**src/sv/jvmfr_ram.sv**
```systemverilog
`timescale 1ns / 1ps
module jvmfr_ram #(
	parameter int WIDTH = 32,
	parameter int DEPTH = 32,
	localparam int AW = (DEPTH > 1) ? $clog2(DEPTH) : 1
) (
	input  logic             clk,
	input  logic             we,
	input  logic [AW-1:0]    waddr,
	input  logic [WIDTH-1:0] wdata,
	input  logic             re,
	input  logic [AW-1:0]    raddr,
	output logic [WIDTH-1:0] rdata
);

	logic [WIDTH-1:0] mem [DEPTH];

	always_ff @(posedge clk) begin
		if (we) begin
			mem[waddr] <= wdata;
		end
		if (re) begin
			rdata <= mem[raddr];
		end
	end

endmodule

```
**config.mk**
```make
export PLATFORM = sky130hd
export DESIGN_NAME = jvmfr_ram
export DESIGN_NICKNAME = d
export VERILOG_FILES = /design/src/sv/jvmfr_ram.sv
export SDC_FILE = /design/constraint.sdc
export NUM_CORES = 1
export LEC_CHECK = 0
export BUFFER_PORTS_ARGS = -buffer_cell sky130_fd_sc_hd__buf_2
export CORE_ASPECT_RATIO = 1.5
export CORE_UTILIZATION = 45
export DETAILED_ROUTE_END_ITERATION = 8
export PLACE_DENSITY = 0.66
export SYNTH_ARGS = -nofsm -noshare
export SYNTH_HDL_FRONTEND = slang
export SYNTH_SLANG_ARGS = --single-unit
```
**constraint.sdc**
```tcl
create_clock -name clk -period 2.5 [get_ports clk]
set_clock_uncertainty 0.05 [all_clocks]
set_input_delay 0 -clock clk [delete_from_list [all_inputs] [get_ports clk]]
set_output_delay 0 -clock clk [all_outputs]
set_load 0.05 [all_outputs]
```
## Word level (Yosys, flattened, before mapping)

Memory sizes are Yosys's and may differ from the RTL's. A register that Yosys moved wholly into a read port is not among the register bits.
Index checks and enable logic that the tools add are counted.

- Multiplexer cells: 2

Operator list:

| cell | count |
|---|---|
| $mux W1 | 2 |

- Flip-flop bits (word level): 0
- Memory bits (writable): 1024
- Output and inout port bits: 32
- Memories: 1

Memory list:

| name | depth | bits a word | read ports | clocked after Yosys merged registers in | write ports | line | RTL |
|---|---|---|---|---|---|---|---|
| mem | 32 | 32 | 1 | 1 | 1 | 16 | `logic [WIDTH-1:0] mem [DEPTH];` |

## Logic depth before layout (Yosys ltp)

- Depth after elaboration: 2
- Depth in mapped cells: 8

## Worst setup path before layout

No wires, ideal clock.

- Kind: input to register
- Start point: input port waddr[1]
- End point: memory mem[12][0], enable pin
- Setup time: 0.421 ns
- Arrival: 2.013 ns
- Required time: 2.029 ns
- Slack: 0.016 ns
- Cell stages on the path: 3
- Path buffers: 1
- Cell sequence: or3b_2 > clkbuf_1 > nor2_1

RTL lines:

| element | line | RTL |
|---|---|---|
| start: declaration | 9 | `input logic [AW-1:0] waddr,` |
| end: declaration | 16 |  |

No word-level cell before the write port.

==> flow_summary.json <==
{
  "status": "completed",
  "synth-compound-area-share": 0.04808,
  "cp_slowest_cell": "dlygate4sd3_1",
  "drcViolationCount": 0,
  "synth_common_cells": "edfxtp_1, mux2i_1, nand2_1, nand3_1",
  "die_w_um": 247.9,
  "path_delay_family": "buffers and inverters",
  "clock_path_buffers": 3,
  "critPathLaunchType": "input port",
  "holdWs_ns": 0.05908,
  "netlist_area_um2": 40810,
  "maxCapViolCount": 0,
  "die_h_um": 370.8,
  "finalCritPeriodShare": 0.9539,
  "seqPwrFrac": 0.549,
  "synth_cell_types": 24,
  "cts_tree": "built",
  "setup_ws_ns": 0.1152,
  "synthSimpleGateAreaFrac": 0.03075,
  "utilization": 0.5260,
  "port_buffers": 76,
  "grt_max_degree": 51,
  "p_leak_nw": 16.32,
  "synthAdderAreaFrac": 0,
  "cts.sinks": 1056,
  "yosys.area_share.xor_xnor": 0,
  "finalHoldViolCount": 0,
  "path_buf_inv": 4,
  "cp.arrival_ns": 2.76,
  "fin_setup_tns_ns": 0,
  "yosysTopAreaCell": "edfxtp_1",
  "grt_use_total": 0.2192,
  "die-area_um2": 91910,
  "via_per_inst": 5.779,
  "grt_pass1_wl_um": 144700,
  "muxShareOfSynthArea": 0.1256,
  "min_path_type": "in2reg",
  "floorplan.initialDensity": 0.4566,
  "swShare": 0.2106,
  "finalWirelength_um": 99150,
  "grt_setup_unrepaired": "no",
  "irDropWorstVdd_mv": 0.5289,
  "insertion_delay_ns": 0.67,
  "drt_iter0_drc": 1958,
  "max_stage_delay_ns": 0.74,
  "syn_area_per_cell_um2": 18.06,
  "p_per_area_nw_per_um2": 768.0,
  "synthesis.nets": 2305,
  "worst_slew_pin_slew_ns": 0.6343,
  "wl_per_cell_um": 26.88,
  "drive_gt1_frac": 0.1461,
  "combPwrFrac": 0.058,
  "ant_nets": 0,
  "cts_resized": 0,
  "synth.most_common_cell": "edfxtp_1",
  "post_cts_buffers": 0,
  "area_delta_synth_final_pct": 15.20,
  "cts_buffers": 88,
  "end_kind": "flip-flop",
  "fmax_ghz": 0.4193,
  "netlist_instances": 2260,
  "rows": 134,
  "grt_overflow_total": 0,
  "drv_slew": 0,
  "internal_power_mw": 28.50,
  "core_area_um2": 89360,
  "synth-warning-count": 0,
  "worst-setup-path-type": "in2reg",
  "antenna_found_initial": 5,
  "cts.clk_slew.worst_paths_ns": 0.07,
  "synth_top_family_by_area": "multiplexers",
  "pwr-share-clk": 0.393,
  "synth_edf_count": 1056,
  "hpwlAfterDp_um": 56740,
  "place_congestion": 0.8149,
  "fin_nets": 2507,
  "clockRootBuffer": "clkbuf_16",
  "postCtsHoldBufs": 40,
  "ios": 77,
  "ys_seq_area_frac": 0.7771,
  "ys_ff_latch": 1056,
  "async_reset_ff_frac": 0,
  "n_antenna_cell": 0,
  "num_vias": 21320,
  "pre_cts_ws_ns": 0.4528,
  "critPathMaxFanout": 7,
  "crit_chain": "dlygate4sd3_1 > buf_2 > nor2_4 > dlygate4sd3_1 > nand2_1 > a31oi_1 > nand3_1 > dlygate4sd3_1",
  "cp.required_ns": 2.88,
  "critPathMostFrequentCell": "dlygate4sd3_1",
  "fin_crit_ns": 2.385,
  "drtPass1Iterations": 5,
  "power_mw": 36.10,
  "relSlewSlack": 0.5771,
  "ys.flop_type": "edfxtp_1",
  "synthTopCellsByArea": "edfxtp_1, mux2i_1, a22oi_1",
  "first_global_vias": 21730,
  "power.switching_mw": 7.604,
  "synth_top_area_frac": 0.7771,
  "h-tree-depth": 3,
  "setup_viol": 0
}
==> power groups by stage <==
stage / clock [mW] / sequential [mW] / combinational (mW)
4_1_cts: 14.4 / 19.8 / 2.10
3_3_place_gp: 0 / 20.2 / 2.00
6_report: 14.2 / 19.8 / 2.09
5_1_grt: 15.0 / 19.8 / 2.22
3_5_place_dp: 0 / 20.2 / 2.04
2_1_floorplan: 0 / 20.4 / 1.02
==> flip-flops by register name, indices dropped and copies added, names as in the netlist <==
register	count
rdata	32
mem	1024
==> placed cells by master (no fill, tap or decap), types with 3 or more instances in the layout <==
master	count
nor2_4	33
dlygate4sd3_1	40
nand3_1	98
clkbuf_16	90
buf_2	75
nand3b_1	5
a31oi_1	32
a22oi_1	96
clkinvlp_4	4
a22o_1	64
buf_12	46
buf_4	77
nor3_1	32
clkbuf_1	13
clkinv_2	15
mux2i_1	512
bufinv_16	14
a21oi_1	96
nand2_1	97
edfxtp_1	1056
or3b_2	3
clkinv_1	20
==> kinds of logic after synthesis <==
logic type | after synthesis
AOI/OAI and AO/OA | 288
buffers and inverters | 127
DFF | 1056
muxes | 512
and+or+nand+nor | 277
==> metrics by stage <==
stage | std cells | cell area (um2)
3_5_place_dp | 3488 | 43660
5_1_grt | 3689 | 47010
3_3_place_gp | 3488 | 43660
2_1_floorplan | 2260 | 40810
6_report | 3689 | 47010
4_1_cts | 3689 | 47010
==> metal layers <==
metal  GRT usage  share of wire  wire [um]  up-vias
li1            -              -          -     9399
met1      0.2671           0.39      38180    11120
met2      0.3994           0.54      53640      647
met3     0.02684          0.047       4656      148
met4     0.07032          0.026       2613        8
met5           0        0.00055         55        -
==> area by class of cell <==
class	count	area, um2
clock buffer	103	2301
clock inverter	58	651.9
fill	6904	42350
multi-input combinational	1077	8610
sequential	1056	31710
tap	1156	1446
timing repair buffer	239	2290
==> worst reg2reg max path: stages, from the launching register on <==
cell and delay, ns:
edfxtp_1 0.36, mux2i_1 0.20, a22o_1 0.17, nor3_1 0.06, a31oi_1 0.26, nand3_1 0.11, dlygate4sd3_1 0.58
==> worst paths after layout <==
| check | startpoint | to | slack [ns] | depth (start not counted) |
|---|---|---|---|---|
| setup reg to reg | mem[3][10] | rdata[10] | 0.47 | 6 |
| hold reg to reg | mem[16][13] | rdata[13] | 0.63 | 4 |
| setup / recovery | raddr[2] | rdata[10] | 0.12 | 8 |
| hold / removal | waddr[0] | mem[21][17] | 0.06 | 4 |
Power figures use the tool's default switching activity.
